File: config.mk
export PLATFORM = sky130hd
export DESIGN_NAME = dfm_phase_gen
export DESIGN_NICKNAME = d
export VERILOG_FILES = /design/src/rtl/dds_fsk_frame_modulator_macros.svh /design/src/rtl/dfm_pkg.sv /design/src/rtl/dfm_phase_gen.sv
export SDC_FILE = /design/constraint.sdc
export NUM_CORES = 1
export LEC_CHECK = 0
export BUFFER_PORTS_ARGS = -buffer_cell sky130_fd_sc_hd__buf_2
export CAP_MARGIN = 20
export CORE_MARGIN = 2
export CORE_UTILIZATION = 43
export CTS_CLUSTER_SIZE = 24
export DETAILED_ROUTE_END_ITERATION = 7
export PLACE_DENSITY = 0.65
export REMOVE_ABC_BUFFERS = 1
export SETUP_SLACK_MARGIN = 0.15
export SYNTH_ARGS = -nofsm -noshare
export SYNTH_HDL_FRONTEND = slang
export SYNTH_SLANG_ARGS = --single-unit
File: constraint.sdc
create_clock -name clk -period 5.4 [get_ports clk]
set_input_delay 0.27 -clock clk [delete_from_list [all_inputs] [get_ports clk]]
set_output_delay 0.27 -clock clk [all_outputs]
set_load 0.1 [all_outputs]
File: src/rtl/dds_fsk_frame_modulator_macros.svh
// ---------------------------------------------------------------------------
// DDS FSK frame modulator assertion macros
// Concurrent check macros; they expand to nothing in synthesis builds.
// ---------------------------------------------------------------------------
`ifndef DDS_FSK_FRAME_MODULATOR_MACROS_SVH
`define DDS_FSK_FRAME_MODULATOR_MACROS_SVH

`ifndef SYNTHESIS
// Implication within the same cycle
`define DFM_ASSERT_SAME(label, clk, rst_n, ante, cons) \
	label: assert property (@(posedge clk) disable iff (!(rst_n)) (ante) |-> (cons)) \
		else $error("dfm check failed");
// Implication checked in the next cycle
`define DFM_ASSERT_NEXT(label, clk, rst_n, ante, cons) \
	label: assert property (@(posedge clk) disable iff (!(rst_n)) (ante) |=> (cons)) \
		else $error("dfm check failed");
`else
`define DFM_ASSERT_SAME(label, clk, rst_n, ante, cons)
`define DFM_ASSERT_NEXT(label, clk, rst_n, ante, cons)
`endif

`endif

File: src/rtl/dfm_pkg.sv
`timescale 1ns / 1ps
// ---------------------------------------------------------------------------
// dfm_pkg
// Shared widths, register codes, reset values and the sine lookup.
// ---------------------------------------------------------------------------
package dfm_pkg;

	// Sizing
	localparam int TABLE_ADDR_BITS = 8;
	localparam int FRAME_BITS      = 20;

	localparam int PHASE_W    = 16;
	localparam int SAMPLE_W   = 12;
	localparam int POS_W      = 5;
	localparam int HOLD_W     = 20;
	localparam int PATTERN_W  = 20;
	localparam int CFG_IDX_W  = 3;
	localparam int CFG_DATA_W = 20;
	localparam int ROM_ADDR_W = 8;

	// ROM address bits actually resolved by the phase word
	localparam int ROM_KEEP = (TABLE_ADDR_BITS < ROM_ADDR_W) ? TABLE_ADDR_BITS : ROM_ADDR_W;
	localparam logic [ROM_ADDR_W-1:0] ROM_ADDR_MASK =
		ROM_ADDR_W'(((1 << ROM_KEEP) - 1) << (ROM_ADDR_W - ROM_KEEP));

	localparam logic [POS_W-1:0] LAST_POS = POS_W'(FRAME_BITS - 1);

	// Configuration register indexes
	typedef enum logic [CFG_IDX_W-1:0] {
		CFG_MARK_STEP     = 3'd0,
		CFG_SPACE_STEP    = 3'd1,
		CFG_HOLD_SAMPLES  = 3'd2,
		CFG_FRAME_PATTERN = 3'd3,
		CFG_SEND_MODE     = 3'd4
	} cfg_reg_t;

	// Register reset values
	localparam logic [PHASE_W-1:0]   RST_MARK_STEP     = 16'd1;
	localparam logic [PHASE_W-1:0]   RST_SPACE_STEP    = 16'd1;
	localparam logic [HOLD_W-1:0]    RST_HOLD_SAMPLES  = 20'd2133;
	localparam logic [PATTERN_W-1:0] RST_FRAME_PATTERN = 20'hFFFFF;

	// Sine midscale and quarter wave floor(1500*sin(pi*k/128)), k = 0..64
	localparam logic [SAMPLE_W-1:0] ROM_MID = 12'd1750;
	localparam logic [10:0] QUARTER [0:64] = '{
		11'd0,    11'd36,   11'd73,   11'd110,  11'd147,  11'd183,  11'd220,  11'd256,
		11'd292,  11'd328,  11'd364,  11'd400,  11'd435,  11'd470,  11'd505,  11'd539,
		11'd574,  11'd607,  11'd641,  11'd674,  11'd707,  11'd739,  11'd771,  11'd802,
		11'd833,  11'd863,  11'd893,  11'd922,  11'd951,  11'd979,  11'd1007, 11'd1034,
		11'd1060, 11'd1086, 11'd1111, 11'd1135, 11'd1159, 11'd1182, 11'd1204, 11'd1226,
		11'd1247, 11'd1267, 11'd1286, 11'd1305, 11'd1322, 11'd1339, 11'd1355, 11'd1371,
		11'd1385, 11'd1399, 11'd1412, 11'd1424, 11'd1435, 11'd1445, 11'd1455, 11'd1463,
		11'd1471, 11'd1477, 11'd1483, 11'd1488, 11'd1492, 11'd1495, 11'd1498, 11'd1499,
		11'd1500
	};

	// Frame sequencer view of the current sample
	typedef struct packed {
		logic [POS_W-1:0] pos;
		logic             mark;
		logic             frame_end;
	} seq_t;

	// Full-wave sine code from the quarter table; negative half rounds down
	function automatic logic [SAMPLE_W-1:0] dfm_sine(input logic [ROM_ADDR_W-1:0] addr);
		logic [6:0]          k;
		logic [6:0]          kr;
		logic [SAMPLE_W-1:0] qk;
		logic [SAMPLE_W-1:0] qr;
		logic [SAMPLE_W-1:0] res;
		k  = {1'b0, addr[5:0]};
		kr = 7'd64 - k;
		qk = SAMPLE_W'(QUARTER[k]);
		qr = SAMPLE_W'(QUARTER[kr]);
		unique case (addr[7:6])
			2'd0: res = ROM_MID + qk;
			2'd1: res = ROM_MID + qr;
			2'd2: res = ROM_MID - qk - SAMPLE_W'(k != 7'd0);
			default: res = ROM_MID - qr - SAMPLE_W'(kr != 7'd64);
		endcase
		return res;
	endfunction

endpackage

File: src/rtl/dfm_phase_gen.sv
`timescale 1ns / 1ps
// ---------------------------------------------------------------------------
// dfm_phase_gen
// Mark and space phase accumulators and the sine lookup of the chosen tone.
// ---------------------------------------------------------------------------
module dfm_phase_gen
	import dfm_pkg::*;
(
	input  logic                clk,
	input  logic                arst_n,
	input  logic                advance,
	input  logic                use_mark,
	input  logic [PHASE_W-1:0]  mark_step,
	input  logic [PHASE_W-1:0]  space_step,
	output logic [SAMPLE_W-1:0] sample
);

	logic [PHASE_W-1:0]    mark_phase_q;
	logic [PHASE_W-1:0]    space_phase_q;
	logic [PHASE_W-1:0]    phase;
	logic [ROM_ADDR_W-1:0] rom_addr;

	// Look up the sample of the selected accumulator
	always_comb begin
		phase    = use_mark ? mark_phase_q : space_phase_q;
		rom_addr = phase[PHASE_W-1 -: ROM_ADDR_W] & ROM_ADDR_MASK;
		sample   = dfm_sine(rom_addr);
	end

	// Advance only the accumulator whose tone is sent
	always_ff @(posedge clk or negedge arst_n) begin
		if (!arst_n) begin
			mark_phase_q  <= '0;
			space_phase_q <= '0;
		end else if (advance) begin
			if (use_mark) begin
				mark_phase_q <= mark_phase_q + mark_step;
			end else begin
				space_phase_q <= space_phase_q + space_step;
			end
		end
	end

endmodule

* After elaboration in Yosys (flattened, before gate mapping)
Memories as Yosys holds them, arrays and structs flattened.
Index checks and enable logic that the tools add are counted.
** Word-level totals
- Memory bits (read-only) :: 2816
- RAM bits :: 0
- Memories :: 2
- Register bits after elaboration :: 32
- Word-level logic and storage cells :: 31
- Latch bits :: 0
** Memories
- (name not given) :: depth 128, width 11, rd ports 1, clocked after memory_dff 0, wr ports 0, RTL line dfm_pkg.sv:74 : qr = SAMPLE_W'(QUARTER[kr]);
- (name not given) :: depth 128, width 11, rd ports 1, clocked after memory_dff 0, wr ports 0, RTL line dfm_pkg.sv:73 : qk = SAMPLE_W'(QUARTER[k]);
** Cells by class
- Shift-type cells :: 0
- Equality and inequality tests :: 3
- Divide/modulo/power cells :: 0
- Bitwise logic cells :: 3
- Multiplexer cells :: 6
- Reductions and logical operators :: 4
- $add $sub $neg :: 9
- $lt $le $gt $ge :: 2
- Multipliers :: 0
** Operators with widths (count)
- 11-bit two-way mux :: 4
- 12-bit one-hot mux with 3 select lines :: 1
- 16-bit adder :: 2
- 11-bit by 11-bit adder with 12-bit output, first input constant :: 2
- 11-bit by 11-bit subtractor with 12-bit output, first input constant :: 2
- 12-bit by 1-bit subtractor with 12-bit output :: 2
- 8-bit >= comparator, second input constant :: 2
- 16-bit two-way mux :: 1
- 6-bit NOT with 8-bit output :: 1
- 7-bit NOT with 8-bit output :: 1
- 7-bit != test, second input constant :: 1
- 7-bit by 6-bit subtractor with 7-bit output, first input constant :: 1
- 6-bit nonzero test :: 1
- 2-bit AND reduction :: 2
- 2-bit by 1-bit == test with 1-bit output, second input constant :: 1
- 2-bit == test, second input constant :: 1
- 2-bit zero test :: 1
- 1-bit NOT :: 1

* Longest topological paths before layout
- Depth after elaboration :: 9
- Mapped depth :: 23
- Mapped depth without buffers :: 19

* Worst setup path after synthesis
OpenSTA, ideal clock, no wires.
- Path type :: input -> output
- Start point :: input port use_mark
- End point :: output port sample[11]
- Arrival time :: 6506 ps
- Buffers on the path :: 4
- Required time :: 5130 ps
- Stages on the path :: 19
- Setup slack :: -1376 ps
- Path through :: buf_6 > mux2i_1 > clkbuf_1 > ha_1 > ha_1 > clkbuf_1 > inv_1 > clkbuf_1 > mux4_2 > o21ai_0 > a32oi_1 > ha_1 > ha_1 > ha_1 > a221o_1 > a21o_1 > a21oi_1 > a21oi_1 > o21ai_0
** On the way
- Word-level cells in the longest chain between the ends :: 9
- Elaborated cells on any way between the ends :: 22
** Ends and longest elaborated chain
- start, declared :: RTL line dfm_phase_gen.sv:12 : input logic use_mark,
- 16-bit two-way mux * :: RTL line dfm_phase_gen.sv:25 : phase = use_mark ? mark_phase_q : space_phase_q;
- 7-bit by 6-bit subtractor with 7-bit output :: RTL line dfm_pkg.sv:72 : kr = 7'd64 - k;
- 7-bit NOT with 8-bit output (not written as such) :: RTL line dfm_pkg.sv:74
- memory 128 x 11 bit
- 11-bit two-way mux (not written as such) (2 in series) :: RTL line dfm_pkg.sv:74
- 11-bit by 11-bit subtractor with 12-bit output :: RTL line dfm_pkg.sv:79 : default: res = ROM_MID - qr - SAMPLE_W'(kr != 7'd64);
- 12-bit by 1-bit subtractor with 12-bit output :: RTL line dfm_pkg.sv:79
- 12-bit one-hot mux with 3 select lines * :: RTL line dfm_pkg.sv:75 : unique case (addr[7:6])
- end, declared :: RTL line dfm_phase_gen.sv:15 : output logic [SAMPLE_W-1:0] sample
Every way passes the cells marked *; elsewhere a longest branch is shown, timed or not. The select of a mux whose other input is x is not followed.

* Worst setup path after layout
- Start point :: register space_phase_q[9]
- End point :: output port sample[10]
** On the way
- Word-level cells in the longest chain between the ends :: 9
- Elaborated cells on any way between the ends :: 19
** Ends and longest elaborated chain
- start, declared :: RTL line dfm_phase_gen.sv:19 : logic [PHASE_W-1:0] space_phase_q;
- start signal, assigned :: RTL line dfm_phase_gen.sv:39 : space_phase_q <= space_phase_q + space_step;
- 16-bit two-way mux * :: RTL line dfm_phase_gen.sv:25
- 7-bit by 6-bit subtractor with 7-bit output :: RTL line dfm_pkg.sv:72
- 7-bit NOT with 8-bit output (not written as such) :: RTL line dfm_pkg.sv:74
- memory 128 x 11 bit
- 11-bit two-way mux (not written as such) (2 in series) :: RTL line dfm_pkg.sv:74
- 11-bit by 11-bit subtractor with 12-bit output :: RTL line dfm_pkg.sv:79
- 12-bit by 1-bit subtractor with 12-bit output :: RTL line dfm_pkg.sv:79
- 12-bit one-hot mux with 3 select lines * :: RTL line dfm_pkg.sv:75
Marks and branches as above.

==> flow_metrics.py <==
metrics = {
    "status": {
        "status": "finished clean",
    },
    "finish": {
        "drive_gt1_share_pct": 16.9,
        "area_growth_pct": 14.5,
        "antenna_cells": 0,
        "layout.nets": 955,
    },
    "yosys": {
        "synth-seq-cells": 32,
        "synth.distinct_cells": 80,
        "synth_edf_count": 0,
        "synth_top_area_cell": "dfrtp_1",
        "synth_commonest_cells": "101 x nand2_1, 83 x o21ai_0, 66 x a21oi_1",
        "post_synth_inst_count": 818,
        "async_flop_share_pct": 100,
        "seq_area_frac_synth_pct": 13.2,
        "synthMostInstantiatedCell": "nand2_1",
        "ys_top_cells_by_area": "dfrtp_1 13%, ha_1 13%, o21ai_0 6.9%, nand2_1 6.3%, a21oi_1 5.4%",
        "synth_area_sq_um": 6060,
        "synth.top_cell.area_share_pct": 13.2,
        "ys_warn_count": 0,
        "synth_ff_type": "dfrtp_1",
        "syn_avg_cell_area_sq_um": 7.41,
    },
    "placed_design": {
        "io_buffers": 47,
        "dp_hpwl_microns": 13200,
        "globalplace.congestion": 0.921,
        "pre_cts_ws_ns": 0.339,
    },
    "floorplan": {
        "core_sq_um": 13800,
        "core.rowCount": 43,
        "start_util_pct": 43.9,
        "die_y_microns": 123,
        "io_pins": 48,
        "fp.dieArea_sq_um": 15100,
        "fp.dieW_microns": 123,
    },
    "worst_setup_path": {
        "critPathKind": "reg2out",
        "worstPathArrival_ns": 4.82,
        "startpoint_type": "flop",
        "worst-path-max-fanout": 9,
        "path_delay_family": "compound AO/OA/AOI/OAI gates",
        "cp_common_cell": "buf_4",
        "worst-path-buf-inv": 5,
        "required_ns": 5.13,
        "critPathSlowestCell": "dfrtp_1",
        "path_cells": "mux2i_4, ha_2, nor4b_4, buf_4, o21a_2, xnor2_2, a2111oi_0, a31oi_1, a21boi_0, buf_4, inv_1, ha_1, a211oi_1, buf_4, mux2i_1, a211o_1, buf_2",
        "critPathMaxStageDelay_ns": 0.48,
        "cp-end-kind": "output port",
        "r2r_slack_ns": 2.41,
    },
    "global_routing": {
        "grt_overflow": 0,
        "grt_first_pass_wirelength_microns": 29600,
        "grt_max_degree": 37,
        "antenna_found_initial": 0,
        "grt_pass1_vias": 5784,
        "grt_usage_pct": 24.2,
    },
    "sta": {
        "period_share_pct": 94.3,
        "rsz0062_at_grt": "false",
        "setup_viol": 0,
        "postLayoutSetupSlackWorst_ns": 0.308,
        "max_freq_mhz": 196,
        "relSlewSlack_pct": 35.7,
        "hold_violations": 0,
        "fin_skew_ns": 0.00550,
        "fin_crit_ns": 5.09,
        "tightest_slew_ns": 0.965,
        "drv_slew": 0,
    },
    "clock_network": {
        "cts_buffers": 5,
        "root_buffer": "clkbuf_16",
        "clk_path_buf_depth": 2,
        "cts_sinks": 32,
        "clock_latency_ns": 0.28,
        "cts_max_level": 2,
        "cts_tree": "yes",
        "clkTransAtPathRegs_ns": 0.05,
    },
    "drt": {
        "drt_wl_total_microns": 17900,
        "drtAntennaViolNets": 0,
        "first_pass_iters": 8,
        "vias": 6332,
        "drc": 0,
        "routedWlPerCell_microns": 17.3,
        "viasPerCell": 6.12,
        "drt_iter0_drc": 797,
    },
    "run": {
        "maxCapViolations": 0,
    },
    "min_path": {
        "min_path_type": "in2async",
    },
}
[flip-flops by register name, summed over array words and instances (netlist names)]
name / count
space_phase_q: 16
mark_phase_q: 16
[repair_timing]
item | CTS | global route
hold buffers | 0 | 0
hold endpoints to repair | 0 | 0
endpoints found under the setup margin | 4 | 7
buffers inserted | 0 | 5
gates cloned | 0 | 1
pin swaps | 0 | 1
gates resized for setup | 2 | 15
[routing by layer]
layer,GRT usage [%],part of all wire [%],wire [microns],up-vias
li1,-,-,-,3093
met1,35.3,46,8200,2901
met2,38.4,46,8140,297
met3,2.00,6.6,1170,41
met4,5.89,2.1,371,0
met5,0,0,0,-
[cells in the final DEF (no fill, tap or decap), types with 15 or more instances in the layout]
cell type  Yosys  routed
buf_4          0      32
ha_1          63      58
a21o_1        17      17
nand3_1       29      29
buf_2          8      36
mux2i_1       19      18
xnor2_1       24      24
inv_1         32      32
xor2_1        18      18
o21ai_0       83      83
a21oi_1       66      64
nand2_1      101     101
dfrtp_1       32      30
a31oi_1       15      15
nor2_1        53      53
[path summary, 6_finish.rpt]
| check | start | end | depth (start not counted) |
|---|---|---|---|
| max in group asynchronous | arst_n | space_phase_q[8] | 1 |
| worst max-delay path | space_phase_q[9] | sample[10] | 17 |
| worst min-delay path | arst_n | mark_phase_q[3] | 1 |
| worst min register to register | space_phase_q[15] | space_phase_q[15] | 1 |
| min in group clk | advance | mark_phase_q[10] | 3 |
| worst max register to register | space_phase_q[1] | space_phase_q[15] | 12 |
[final cells by class]
| class | count | area (sq um) |
|---|---|---|
| multi-input cells | 699 | 4980 |
| flip-flops and latches | 32 | 803 |
| clock inverters | 1 | 7.51 |
| clock buffers | 7 | 143 |
| repair buffers | 80 | 652 |
| inverters | 35 | 131 |
| fillers | 1341 | 6880 |
| well taps | 180 | 225 |
[metrics by stage]
| stage | setup TNS, ns | hold slack [ns] | cell area, sq um | util [%] | instances |
|---|---|---|---|---|---|
| CTS | 0 | 0.0874 | 6840 | 49.4 | 1028 |
| global placement | 0 | 0.380 | 6670 | 48.3 | 1020 |
| floorplan | -8.33 | -0.0256 | 5840 | - | 765 |
| global route | 0 | 0.131 | 6940 | 50.2 | 1034 |
| detailed placement | 0 | 0.387 | 6670 | 48.3 | 1020 |
| finish | 0 | 0.0565 | 6940 | 50.2 | 1034 |
[cells by family (layout without fill, tap and decap cells)]
| group | Yosys count | count (layout) | share of synthesized area (%) |
|---|---|---|---|
| AO/OA/AOI/OAI | 292 | 292 | 31.3 |
| AND/OR/NAND/NOR | 254 | 255 | 19.6 |
| buffers and inverters | 88 | 123 | 5.88 |
| adder cells (fa/ha/maj) | 66 | 66 | 14.0 |
| XOR/XNOR | 44 | 44 | 6.60 |
| multiplexers | 42 | 42 | 9.39 |
| flip-flops | 32 | 32 | 13.2 |
Power is left out: the tool's default activity adds up to more than one toggle a clock period on the data nets, which glitch-free logic cannot reach.
