--- src/rtl/dds_fsk_frame_modulator_macros.svh ---
// ---------------------------------------------------------------------------
// DDS FSK frame modulator assertion macros
// Concurrent check macros; they expand to nothing in synthesis builds.
// ---------------------------------------------------------------------------
`ifndef DDS_FSK_FRAME_MODULATOR_MACROS_SVH
`define DDS_FSK_FRAME_MODULATOR_MACROS_SVH

`ifndef SYNTHESIS
// Implication within the same cycle
`define DFM_ASSERT_SAME(label, clk, rst_n, ante, cons) \
	label: assert property (@(posedge clk) disable iff (!(rst_n)) (ante) |-> (cons)) \
		else $error("dfm check failed");
// Implication checked in the next cycle
`define DFM_ASSERT_NEXT(label, clk, rst_n, ante, cons) \
	label: assert property (@(posedge clk) disable iff (!(rst_n)) (ante) |=> (cons)) \
		else $error("dfm check failed");
`else
`define DFM_ASSERT_SAME(label, clk, rst_n, ante, cons)
`define DFM_ASSERT_NEXT(label, clk, rst_n, ante, cons)
`endif

`endif

--- src/rtl/dfm_pkg.sv ---
`timescale 1ns / 1ps
// ---------------------------------------------------------------------------
// dfm_pkg
// Shared widths, register codes, reset values and the sine lookup.
// ---------------------------------------------------------------------------
package dfm_pkg;

	// Sizing
	localparam int TABLE_ADDR_BITS = 8;
	localparam int FRAME_BITS      = 20;

	localparam int PHASE_W    = 16;
	localparam int SAMPLE_W   = 12;
	localparam int POS_W      = 5;
	localparam int HOLD_W     = 20;
	localparam int PATTERN_W  = 20;
	localparam int CFG_IDX_W  = 3;
	localparam int CFG_DATA_W = 20;
	localparam int ROM_ADDR_W = 8;

	// ROM address bits actually resolved by the phase word
	localparam int ROM_KEEP = (TABLE_ADDR_BITS < ROM_ADDR_W) ? TABLE_ADDR_BITS : ROM_ADDR_W;
	localparam logic [ROM_ADDR_W-1:0] ROM_ADDR_MASK =
		ROM_ADDR_W'(((1 << ROM_KEEP) - 1) << (ROM_ADDR_W - ROM_KEEP));

	localparam logic [POS_W-1:0] LAST_POS = POS_W'(FRAME_BITS - 1);

	// Configuration register indexes
	typedef enum logic [CFG_IDX_W-1:0] {
		CFG_MARK_STEP     = 3'd0,
		CFG_SPACE_STEP    = 3'd1,
		CFG_HOLD_SAMPLES  = 3'd2,
		CFG_FRAME_PATTERN = 3'd3,
		CFG_SEND_MODE     = 3'd4
	} cfg_reg_t;

	// Register reset values
	localparam logic [PHASE_W-1:0]   RST_MARK_STEP     = 16'd1;
	localparam logic [PHASE_W-1:0]   RST_SPACE_STEP    = 16'd1;
	localparam logic [HOLD_W-1:0]    RST_HOLD_SAMPLES  = 20'd2133;
	localparam logic [PATTERN_W-1:0] RST_FRAME_PATTERN = 20'hFFFFF;

	// Sine midscale and quarter wave floor(1500*sin(pi*k/128)), k = 0..64
	localparam logic [SAMPLE_W-1:0] ROM_MID = 12'd1750;
	localparam logic [10:0] QUARTER [0:64] = '{
		11'd0,    11'd36,   11'd73,   11'd110,  11'd147,  11'd183,  11'd220,  11'd256,
		11'd292,  11'd328,  11'd364,  11'd400,  11'd435,  11'd470,  11'd505,  11'd539,
		11'd574,  11'd607,  11'd641,  11'd674,  11'd707,  11'd739,  11'd771,  11'd802,
		11'd833,  11'd863,  11'd893,  11'd922,  11'd951,  11'd979,  11'd1007, 11'd1034,
		11'd1060, 11'd1086, 11'd1111, 11'd1135, 11'd1159, 11'd1182, 11'd1204, 11'd1226,
		11'd1247, 11'd1267, 11'd1286, 11'd1305, 11'd1322, 11'd1339, 11'd1355, 11'd1371,
		11'd1385, 11'd1399, 11'd1412, 11'd1424, 11'd1435, 11'd1445, 11'd1455, 11'd1463,
		11'd1471, 11'd1477, 11'd1483, 11'd1488, 11'd1492, 11'd1495, 11'd1498, 11'd1499,
		11'd1500
	};

	// Frame sequencer view of the current sample
	typedef struct packed {
		logic [POS_W-1:0] pos;
		logic             mark;
		logic             frame_end;
	} seq_t;

	// Full-wave sine code from the quarter table; negative half rounds down
	function automatic logic [SAMPLE_W-1:0] dfm_sine(input logic [ROM_ADDR_W-1:0] addr);
		logic [6:0]          k;
		logic [6:0]          kr;
		logic [SAMPLE_W-1:0] qk;
		logic [SAMPLE_W-1:0] qr;
		logic [SAMPLE_W-1:0] res;
		k  = {1'b0, addr[5:0]};
		kr = 7'd64 - k;
		qk = SAMPLE_W'(QUARTER[k]);
		qr = SAMPLE_W'(QUARTER[kr]);
		unique case (addr[7:6])
			2'd0: res = ROM_MID + qk;
			2'd1: res = ROM_MID + qr;
			2'd2: res = ROM_MID - qk - SAMPLE_W'(k != 7'd0);
			default: res = ROM_MID - qr - SAMPLE_W'(kr != 7'd64);
		endcase
		return res;
	endfunction

endpackage

--- src/rtl/dfm_frame_seq.sv ---
`timescale 1ns / 1ps
// ---------------------------------------------------------------------------
// dfm_frame_seq
// Walks the frame pattern: hold counter, bit index, tone choice, frame end.
// ---------------------------------------------------------------------------
module dfm_frame_seq
	import dfm_pkg::*;
(
	input  logic                 clk,
	input  logic                 arst_n,
	input  logic                 advance,
	input  logic                 send_mode,
	input  logic [HOLD_W-1:0]    hold_samples,
	input  logic [PATTERN_W-1:0] frame_pattern,
	output seq_t                 seq
);

	logic [HOLD_W-1:0]    hold_count_q;
	logic [POS_W-1:0]     bit_index_q;
	logic [HOLD_W-1:0]    next_count;
	logic                 bit_done;
	logic [PATTERN_W-1:0] pat_shift;

	// Current bit and its end condition
	always_comb begin
		next_count = hold_count_q + HOLD_W'(1);
		bit_done   = (next_count == hold_samples);
		pat_shift  = frame_pattern >> bit_index_q;
		if (send_mode) begin
			seq.pos       = bit_index_q;
			seq.mark      = pat_shift[0];
			seq.frame_end = bit_done && (bit_index_q == LAST_POS);
		end else begin
			seq.pos       = '0;
			seq.mark      = 1'b1;
			seq.frame_end = 1'b0;
		end
	end

	// Advance the frame position; idle mode holds it
	always_ff @(posedge clk or negedge arst_n) begin
		if (!arst_n) begin
			hold_count_q <= '0;
			bit_index_q  <= '0;
		end else if (advance && send_mode) begin
			if (bit_done) begin
				hold_count_q <= '0;
				bit_index_q  <= (bit_index_q == LAST_POS) ? '0 : bit_index_q + POS_W'(1);
			end else begin
				hold_count_q <= next_count;
			end
		end
	end

endmodule

--- config.mk ---
export PLATFORM = sky130hd
export DESIGN_NAME = dfm_frame_seq
export DESIGN_NICKNAME = d
export VERILOG_FILES = /design/src/rtl/dds_fsk_frame_modulator_macros.svh /design/src/rtl/dfm_pkg.sv /design/src/rtl/dfm_frame_seq.sv
export SDC_FILE = /design/constraint.sdc
export NUM_CORES = 1
export LEC_CHECK = 0
export ABC_AREA = 0
export CORE_ASPECT_RATIO = 1.2
export CORE_MARGIN = 4
export CORE_UTILIZATION = 41
export DETAILED_ROUTE_END_ITERATION = 10
export DONT_BUFFER_PORTS = 1
export GPL_TIMING_DRIVEN = 0
export PLACE_DENSITY = 0.66
export SLEW_MARGIN = 20
export SYNTH_ARGS = -nofsm -noshare
export SYNTH_HDL_FRONTEND = slang
export SYNTH_SLANG_ARGS = --single-unit
--- constraint.sdc ---
create_clock -name clk -period 2.66 [get_ports clk]
set_clock_uncertainty 0.1 [all_clocks]
set_input_delay 0.399 -clock clk [delete_from_list [all_inputs] [get_ports clk]]
set_output_delay 0.399 -clock clk [all_outputs]
set_load 0.1 [all_outputs]
### Word-level counts from Yosys, hierarchy flattened

Index checks and enable logic that the tools add are counted.

* divide/modulo/power cells: 0
* add/sub/neg operators: 2
* $mul: 0
* bitwise operators: 0
* reduce and logical (&&, ||, !) cells: 3
* order comparisons: 0
* muxes and demuxes: 3
* equality and inequality tests: 2
* shifts and indexed selects: 1

Operators with widths (number)
* $add A20 B1 Y20 const B: 1
* $eq A20 B20 Y1: 1
* $mux W20: 1
* $shr A20 B5 Y1: 1
* $mux W7: 1
* $add A5 B1 Y5 const B: 1
* $eq A5 B5 Y1 const B: 1
* $mux W5: 1
* $logic_and A1 B1 Y1: 2
* $reduce_and A2 Y1: 1

* RAM bits: 0
* flip-flop bits (word level): 25
* memories kept: 0
* memory bits (read-only): 0
* word-level logic and storage cells: 13
* output and inout bits: 7
* latch bits: 0

### Depth between registers and ports, before layout

Gate-level depths: netlist (run 1).

* depth after elaboration: 4
* gate-level depth with buffers: 12
* depth with buffers taken out: 9

### Worst setup path before layout (run 1)

Ideal clock, no wire load.

* path type: reg2out
* start: register hold_count_q[0]
* end: output seq[0] (netlist bit)
* required time: 2161 ps
* stages on the path, launching flop included: 12
* arrival time: 3032 ps
* path buffers: 3
* slack: -871 ps
* path through: dfrtp_1 > ha_1 > nand3_1 > buf_2 > nor3_2 > nand2_1 > xnor2_1 > o2111ai_1 > nor4_2 > buf_4 > buf_6 > and3_1

RTL lines
* from (decl): line dfm_frame_seq.sv:18 `logic [HOLD_W-1:0] hold_count_q;`
* from (signal assigned): line dfm_frame_seq.sv:50 `hold_count_q <= next_count;`
* to (decl): line dfm_frame_seq.sv:15 `output seq_t seq`

==> results.py, run 1 <==
metrics = {
    "pwr": {
        "ir_drop_mv": 0.2198,
        "power_per_cell_area_nw_per_um2": 560.7,
        "design_power_total_mw": 1.708,
        "power.leakage_nw": 1.240,
    },
    "logic_synthesis": {
        "synth_edf_count": 0,
        "synth.avg_cell_area_um2": 8.783,
        "netlist_instances": 257,
        "synthFlopType": "dfrtp_1",
        "synth_top_cell_by_area": "dfrtp_1",
        "ys_seq_area_share_pct": 27.72,
        "netlist_area_um2": 2257,
        "syn-num-nets": 303,
        "yosysTopAreaCellShare_pct": 27.72,
        "synth_seq_cells": 25,
        "ys.warnings.count": 0,
        "ys_types": 57,
        "yosys-top-cells-area": "dfrtp_1, xnor2_1, mux4_2",
        "async_flop_share_pct": 100.0,
    },
    "outcome": {
        "status": "finished, violations left",
        "violations": "negative setup slack",
    },
    "grt": {
        "grt_pass1_wl_um": 9936,
        "grt_overflow": 0,
        "grt_max_degree": 26,
        "antenna_found_initial": 0,
        "grt_pass1_vias": 2032,
        "grt_usage_pct": 19.71,
    },
    "finish": {
        "antenna_cells": 0,
        "fillers": 451,
        "area_growth_pct": 34.92,
        "drive_above_1_share_pct": 36.59,
        "fin_cells": 349,
        "nets": 334,
    },
    "sta": {
        "fin_ws_ps": -677.0,
        "hold_viol_final": 0,
        "worstMarginPinSlew_ps": 963.2,
        "final.period_utilization_pct": 125.4,
        "rsz0062_at_grt": "true",
        "layout_min_cycle_time_ps": 3337,
        "setup_viol": 26,
        "maxSlewViolCount": 0,
        "fmax_ghz": 0.2997,
        "max_slew_margin_pct": 36.23,
    },
    "setup_path": {
        "cp_cell_sequence": "ha_4, nand3_2, buf_6, nor3_4, nand2_2, xnor2_2, o2111ai_2, nor4_4, buf_4, buf_8, and3_4",
        "arrival_ps": 2840,
        "worst_ep_required_time_ps": 2160,
        "worst-path-buf-inv": 3,
        "slowest_delay_ps": 420,
        "cp_slowest_cell": "dfrtp_2",
        "path_delay_family": "simple AND/OR/NAND/NOR gates",
        "cp-start-kind": "flop",
        "crit_path_end_kind": "output pin",
        "worstPathMaxFanout": 6,
        "path_class": "reg -> out",
    },
    "clock_tree": {
        "cts_tree": "yes",
        "cts_root_buf": "clkbuf_8",
        "clkSinkCount": 25,
        "clkLatencyLatePin_ps": 280,
        "cts_max_path_buffers": 2,
        "clkTransAtPathRegs_ps": 90,
        "ctsHtreeMaxLevel": 1,
        "numCtsBuffers": 3,
    },
    "flow_run": {
        "maxCapViolCount": 0,
    },
    "die": {
        "io_pins": 51,
        "die_h_um": 89.28,
        "start_util_pct": 42.61,
        "fp.dieW_um": 75.73,
        "dieArea_um2": 6761,
        "core_area_um2": 5298,
        "row_count": 29,
    },
    "detailed_routing": {
        "routed_via_density": 6.089,
        "routedWlPerCell_um": 18.57,
        "drc": 0,
        "num_vias": 2125,
        "dr.pass1.iters": 5,
        "drt_iter0_drc": 106,
        "drtAntennaViolNets": 0,
        "wirelength_um": 6480,
    },
    "placement": {
        "place_congestion": 0.8463,
        "io_buffers": 0,
        "dp_hpwl_um": 4339,
        "dp.cells": 319,
    },
    "min_path": {
        "min_path_type": "in -> async",
    },
}
==> kinds of logic (layout without fill, tap and decap cells) <==
group / after synthesis / count (layout) / share of synthesized area, %
adder cells (fa/ha/maj): 2 / 2 / 1.108
AND/OR/NAND/NOR: 114 / 114 / 29.88
AO/OA/AOI/OAI: 55 / 55 / 17.13
XOR/XNOR: 25 / 25 / 9.701
multiplexers: 12 / 12 / 9.202
buffers and inverters: 24 / 54 / 5.266
flip-flops: 25 / 25 / 27.72
==> area by class of cell <==
cell class | instances | area, um^2 | area share [%]
Clock buffer | 4 | 45.04 | 1.479
Tap cell | 62 | 77.57 | 2.547
Inverter | 6 | 22.52 | 0.7395
Timing Repair Buffer | 31 | 370.4 | 12.16
Buffer | 13 | 101.3 | 3.328
Multi-Input combinational cell | 208 | 1794 | 58.92
Sequential cell | 25 | 634.4 | 20.83
==> registers in the layout, summed over array words and instances (netlist names) <==
name / cells
bit_index_q: 5
hold_count_q: 20
==> path summary, 6_finish.rpt <==
path,from,endpoint,slack [ps],cells past startpoint
max in group asynchronous,arst_n,hold_count_q[9]$_DFFE_PN0P_,1840,2
setup reg to reg,hold_count_q[0]$_DFFE_PN0P_,bit_index_q[4]$_DFFE_PN0P_,-380,15
min in group clk,bit_index_q[3]$_DFFE_PN0P_,bit_index_q[3]$_DFFE_PN0P_,470,1
hold reg to reg,bit_index_q[3]$_DFFE_PN0P_,bit_index_q[3]$_DFFE_PN0P_,470,1
setup / recovery,hold_count_q[0]$_DFFE_PN0P_,seq[0],-680,11
hold / removal,arst_n,hold_count_q[3]$_DFFE_PN0P_,440,2
==> cell usage after synthesis, drive strengths merged, types with 6 or more instances <==
master	n
and2	6
dfrtp	25
and3	9
nand2	32
nor2	10
a21oi	13
a21o	9
nand3b	6
o21ai	7
clkbuf	7
xnor2	19
mux4	6
nand3	14
inv	6
buf	11
xor2	6
or3	9
==> routing by layer <==
metal  part of all wire [%]  routed length, um  track usage (%)
met3                    7.8                505            3.825
met1                     39               2517            22.85
met2                     50               3268            35.51
met4                    2.9                189            6.995
met5                      0                  0                0
==> stage by stage <==
step	utilization, %	worst slack [ps]	hold WS, ps	area [um^2]	setup TNS [ps]
CTS	53.42	-620.2	442.0	2830	-5253
floorplan	-	-187.2	3.409	2345	-187.2
finish	57.49	-677.0	444.8	3045	-7505
global placement	45.73	-631.9	4.251	2422	-4539
detailed placement	45.73	-631.7	4.278	2422	-4870
global route	57.49	-780.9	463.1	3045	-10550
==> report_power, final <==
group | internal, mW | switching [mW]
clock | 0.108 | 0.133
sequential | 0.424 | 0.0627
combinational | 0.482 | 0.498
total | 1.01 | 0.693
==> cell usage in the layout, fill, tap and decap left out, types with 8 or more instances in the layout <==
master   synthesis  routed
a21o_1           9       9
a21oi_1         13      12
and3_1           9       8
buf_4            1      19
buf_6            2       9
dfrtp_1         25      18
nand2_1         31      29
nor2_1          10      10
or3_1            8       8
xnor2_1         19      13
==> repair_timing <==
item / 4_1_cts / 5_1_grt
resized for setup: 33 / 35
hold buffers: 2 / 0
pin swaps: 15 / 16
endpoints found under the hold margin: 25 / 0
setup endpoints to repair: 27 / 27
cloned: 1 / 0
setup buffers: 18 / 10
(Power assumes the default switching activity.)
==> run 2, diff against run 1 <==
- GPL_TIMING_DRIVEN: 0 -> not set
==> run 2 against run 1 <==
- the run still ends with negative setup slack left
- clock-buffer cell count is the same
- die area is the same
- wire length grew 3.2%
- combinational power grew 11%
- critical path type unchanged
==> results.py, run 2 (same netlist as run 1, synthesis figures left out) <==
metrics = {
    "grt": {
        "grt_pass1_vias": 2245,
        "grt_usage_pct": 20.20,
        "grt_max_degree": 26,
        "grt_pass1_wl_um": 10440,
        "antenna_found_initial": 0,
        "grt_overflow": 0,
    },
    "setup_path": {
        "crit_cells": 9,
        "worstPathMaxFanout": 4,
        "crit_path_end_kind": "output pin",
        "arrival_ps": 2650,
        "path_class": "reg -> out",
        "slowest_delay_ps": 420,
        "path_common_cell": "and4_4",
        "worst-path-buf-inv": 2,
        "cp_slowest_cell": "dfrtp_2",
        "reg2reg_depth": 12,
        "worst_ep_required_time_ps": 2160,
        "path_delay_family": "simple AND/OR/NAND/NOR gates",
        "cp-start-kind": "flop",
        "cp_cell_sequence": "buf_6, and4_4, and4_4, mux2_1, o31ai_4, a31oi_4, nor4_4, and3_4, buf_12",
    },
    "outcome": {
        "status": "finished, violations left",
        "violations": "negative setup slack",
    },
    "die": {
        "start_util_pct": 42.61,
        "dieArea_um2": 6761,
        "io_pins": 51,
        "core_area_um2": 5298,
        "row_count": 29,
        "fp.dieW_um": 75.73,
        "die_h_um": 89.28,
    },
    "sta": {
        "hold_viol_final": 0,
        "maxSlewViolCount": 0,
        "layout_min_cycle_time_ps": 3146,
        "final.period_utilization_pct": 118.3,
        "rsz0062_at_grt": "true",
        "worstMarginPinSlew_ps": 427.2,
        "setup_viol": 23,
        "max_slew_margin_pct": 71.52,
        "fmax_ghz": 0.3179,
        "fin_ws_ps": -485.7,
    },
    "pwr": {
        "seq_power_share_pct": 26.7,
        "ir_drop_mv": 0.2412,
        "switching_power_mw": 0.7103,
        "power.leakage_nw": 1.334,
        "internal_power_mw": 1.094,
        "power_per_cell_area_nw_per_um2": 565.3,
        "clockPowerShare_pct": 12.8,
        "comb_power_share_pct": 60.5,
        "switching_share_pct": 39.37,
    },
    "finish": {
        "multi_input_area_um2": 1763,
        "stdcell_area_um2": 3192,
        "nets": 360,
        "regArea_um2": 634.4,
        "area_growth_pct": 41.41,
        "layout_commonest_cell": "buf_4",
        "top_register": "hold_count_q",
        "largest_register_ffs": 20,
        "fillers": 440,
        "reg.largest.list": "hold_count_q x20, bit_index_q x5",
        "layout_common_cells": "buf_4, nand2_1, dfrtp_1",
        "utilization_pct": 60.25,
        "drive_above_1_share_pct": 41.53,
        "antenna_cells": 0,
    },
    "placement": {
        "dp_hpwl_um": 4771,
        "dpl-instance-area_um2": 2731,
        "place_congestion": 0.8587,
        "io_buffers": 0,
    },
    "detailed_routing": {
        "wirelength_um": 6687,
        "routedWlPerCell_um": 17.83,
        "drc": 0,
        "num_vias": 2242,
        "drt_iter0_drc": 141,
        "drtAntennaViolNets": 0,
        "dr.pass1.iters": 4,
        "routed_via_density": 5.979,
    },
    "clock_tree": {
        "clkSinkCount": 25,
        "cts_max_path_buffers": 2,
        "clkLatencyLatePin_ps": 270,
        "cts_root_buf": "clkbuf_8",
        "ctsHtreeMaxLevel": 1,
        "numCtsBuffers": 3,
        "clkTransAtPathRegs_ps": 90,
        "cts_tree": "yes",
    },
    "min_path": {
        "min_path_type": "in -> reg",
        "min_path_cells": 3,
    },
    "flow_run": {
        "maxCapViolCount": 0,
    },
}
-- run 2: layout make-up --
| cell class | instances | share of cell area, % |
|---|---|---|
| clock buffers | 4 | 1.411 |
| inverters | 6 | 0.7056 |
| multi-input cells | 208 | 55.23 |
| flip-flops and latches | 25 | 19.87 |
| well taps | 62 | 2.430 |
| repair buffers | 70 | 20.34 |
-- run 2: final timing paths --
kind / slack, ps / startpoint / to
max in group asynchronous: 1840 / arst_n / bit_index_q[0]$_DFFE_PN0P_
min in group asynchronous: 440 / arst_n / hold_count_q[3]$_DFFE_PN0P_
hold / removal: 360 / send_mode / hold_count_q[13]$_DFFE_PN0P_
setup reg to reg: -180 / hold_count_q[1]$_DFFE_PN0P_ / hold_count_q[11]$_DFFE_PN0P_
setup / recovery: -490 / hold_count_q[1]$_DFFE_PN0P_ / seq[0]
hold reg to reg: 470 / hold_count_q[19]$_DFFE_PN0P_ / hold_count_q[19]$_DFFE_PN0P_
-- run 2: worst reg2reg max path, stage by stage, from the launching register on --
cell and delay (ps):
dfrtp_2 420, buf_6 110, and4_4 250, and4_4 260, mux2_1 370, o31ai_4 80
a31oi_4 70, nor4_4 380, buf_4 210, buf_8 130, buf_8 120, nand3b_1 100
o311ai_1 110
-- run 2: layer usage --
layer | global-route usage, % | up-vias | share of wire [%]
met5 | 0 | - | 0
met4 | 8.108 | 0 | 3.0
met3 | 3.937 | 21 | 6.0
met2 | 35.66 | 78 | 51
met1 | 23.64 | 1083 | 40
li1 | - | 1060 | -
-- run 2: metrics by stage --
stage / worst slack, ps / setup TNS [ps] / hold slack [ps] / power [mW] / instances
finish: -485.7 / -3064 / 363.8 / 1.804 / 375
global route: -578.9 / -5083 / 393.7 / 1.929 / 375
CTS: -444.0 / -1606 / 341.9 / 1.722 / 364
detailed placement: -200.0 / -2393 / 4.754 / 1.370 / 354
global placement: -175.5 / -1774 / 4.473 / 1.358 / 354
floorplan: -187.2 / -187.2 / 3.409 / 1.075 / 257
-- run 2: repair_timing --
item / 4_1_cts / 5_1_grt
hold buffers: 2 / 0
gates cloned: 0 / 2
pin swaps: 13 / 11
endpoints found under the hold margin: 25 / 0
setup endpoints to repair: 22 / 26
gates resized for setup: 23 / 28
setup buffers: 4 / 9
-- run 2: power by group through the flow --
stage	Sequential [mW]	Combinational, mW	Clock, mW
2_1_floorplan	0.481	0.594	0
3_3_place_gp	0.483	0.875	0
3_5_place_dp	0.486	0.884	0
4_1_cts	0.478	1.00	0.239
5_1_grt	0.489	1.18	0.265
6_report	0.481	1.09	0.231
==> run 3, diff against run 2 <==
==> constraint.sdc (replaced) <==
create_clock -name clk -period 2.66 [get_ports clk]
set_clock_uncertainty 0.1 [all_clocks]
set_input_delay 0.532 -clock clk [delete_from_list [all_inputs] [get_ports clk]]
set_output_delay 0.532 -clock clk [all_outputs]
set_load 0.1 [all_outputs]
==> run 3 against run 2 <==
- the flow still finishes with violations (negative setup slack)
- clock-buffer cell count did not move
- sequential cell count unchanged
- wire length increased by 3.2%
- sequential share of layout area shrank 1.8 points
- critical path type unchanged
- critical endpoint unchanged
- largest cell class unchanged
==> results.py, run 3 (same netlist as run 1, synthesis figures left out) <==
metrics = {
    "outcome": {
        "status": "finished, violations left",
        "violations": "negative setup slack",
    },
    "clock_tree": {
        "clkLatencyLatePin_ps": 270,
        "cts_max_path_buffers": 2,
        "ctsHtreeMaxLevel": 1,
        "numCtsBuffers": 3,
        "cts_tree": "yes",
        "cts_root_buf": "clkbuf_8",
        "clkSinkCount": 25,
        "clkTransAtPathRegs_ps": 90,
    },
    "grt": {
        "grt_pass1_wl_um": 10610,
        "grt_overflow": 0,
        "grt_usage_pct": 20.44,
        "antenna_found_initial": 0,
        "grt_max_degree": 33,
        "grt_pass1_vias": 2210,
    },
    "placement": {
        "place_congestion": 0.8849,
        "dp_hpwl_um": 4583,
        "dpl-instance-area_um2": 2841,
        "io_buffers": 0,
    },
    "finish": {
        "regArea_um2": 634.4,
        "drive_above_1_share_pct": 51.82,
        "nets": 377,
        "largest_register_ffs": 20,
        "reg.largest.list": "hold_count_q x20, bit_index_q x5",
        "top_register": "hold_count_q",
        "stdcell_area_um2": 3515,
        "fillers": 384,
        "layout_commonest_cell": "buf_4",
        "area_growth_pct": 55.71,
        "antenna_cells": 0,
        "layout_common_cells": "buf_4, nand2_1, dfrtp_1",
        "multi_input_area_um2": 1938,
    },
    "setup_path": {
        "path_common_cell": "buf_6",
        "reg2reg_depth": 13,
        "worst_ep_required_time_ps": 2030,
        "path_class": "reg -> out",
        "endpoint": "seq[0]",
        "cp_slowest_cell": "dfrtp_2",
        "r2r_slack_ps": -180,
        "worst-path-buf-inv": 3,
        "cp_cell_sequence": "buf_6, buf_6, nand3_4, or2_4, xnor2_2, nor3b_2, o2111ai_4, nor4_4, and3_4, buf_12",
        "cp-start-kind": "flop",
        "arrival_ps": 2540,
        "crit_start": "hold_count_q[1]$_DFFE_PN0P_",
        "crit_path_end_kind": "output pin",
        "path_delay_family": "simple AND/OR/NAND/NOR gates",
        "reg2reg_to": "hold_count_q[16]$_DFFE_PN0P_",
        "slowest_delay_ps": 430,
        "rr_startpoint": "hold_count_q[1]$_DFFE_PN0P_",
        "worstPathMaxFanout": 4,
        "crit_cells": 10,
    },
    "die": {
        "fp.dieW_um": 75.73,
        "row_count": 29,
        "core_area_um2": 5298,
        "start_util_pct": 42.61,
        "dieArea_um2": 6761,
        "io_pins": 51,
        "die_h_um": 89.28,
    },
    "sta": {
        "maxSlewViolCount": 0,
        "worstMarginPinSlew_ps": 429.7,
        "setup_viol": 26,
        "tns_ps": -3194,
        "fin_ws_ps": -511.7,
        "final.period_utilization_pct": 119.2,
        "rsz0062_at_grt": "true",
        "fmax_ghz": 0.3153,
        "hold_viol_final": 0,
        "layout_min_cycle_time_ps": 3172,
        "max_slew_margin_pct": 71.35,
        "whs_ps": 461.3,
    },
    "detailed_routing": {
        "num_vias": 2291,
        "routed_via_density": 5.844,
        "drtAntennaViolNets": 0,
        "drt_iter0_drc": 86,
        "routedWlPerCell_um": 17.60,
        "wirelength_um": 6901,
        "dr.pass1.iters": 4,
        "drc": 0,
    },
    "flow_run": {
        "maxCapViolCount": 0,
    },
    "pwr": {
        "power.leakage_nw": 1.467,
        "ir_drop_mv": 0.2511,
        "power_per_cell_area_nw_per_um2": 572.0,
    },
    "min_path": {
        "min_path_type": "reg -> reg",
    },
}
## run 3: repair_timing
item	in CTS	in global routing
endpoints found under the hold margin	25	0
hold buffers	2	0
gates cloned	0	1
pin swaps	19	29
setup buffers	12	7
resized for setup	33	52
setup endpoints to repair	23	26
## run 3: routing by layer
metal / track usage [%] / part of all wire, % / vias up
li1: - / - / 1101
met1: 25.26 / 39 / 1109
met2: 35.74 / 52 / 69
met3: 3.712 / 7.2 / 12
met4: 6.200 / 2.2 / 0
met5: 0 / 0 / -
## run 3: stage by stage
| stage | total power [mW] | util [%] | instances | setup WS [ps] |
|---|---|---|---|---|
| floorplan | 1.075 | - | 257 | -320.2 |
| global placement | 1.417 | 53.64 | 367 | -316.1 |
| detailed placement | 1.431 | 53.64 | 367 | -327.1 |
| CTS | 1.810 | 59.64 | 384 | -478.1 |
| global route | 2.137 | 66.34 | 392 | -636.4 |
| finish | 2.010 | 66.34 | 392 | -511.7 |
## run 3: how the worst min path moves through the flow
stage	start	to	slack (ps)	cells after the start
4_1_cts	bit_index_q[3]$_DFFE_PN0P_	bit_index_q[3]$_DFFE_PN0P_	470	1
5_1_grt	bit_index_q[3]$_DFFE_PN0P_	bit_index_q[3]$_DFFE_PN0P_	480	1
6_report	bit_index_q[3]$_DFFE_PN0P_	bit_index_q[3]$_DFFE_PN0P_	460	1
2_1_floorplan	arst_n	bit_index_q[0]$_DFFE_PN0P_	140	0
3_3_place_gp	arst_n	hold_count_q[3]$_DFFE_PN0P_	140	0
3_5_place_dp	arst_n	hold_count_q[2]$_DFFE_PN0P_	140	0
## run 3: power by group
part           internal [mW]  switching, mW
logic                  0.674          0.620
registers              0.424         0.0526
clock network          0.108          0.131
total                   1.21          0.804
## run 3: cell type report
| cell class | count | share of cell area (%) |
|---|---|---|
| clock buffer | 4 | 1.282 |
| inverter | 6 | 0.6408 |
| multi-input combinational | 208 | 55.14 |
| sequential | 25 | 18.05 |
| tap | 62 | 2.207 |
| timing repair buffer | 87 | 22.68 |
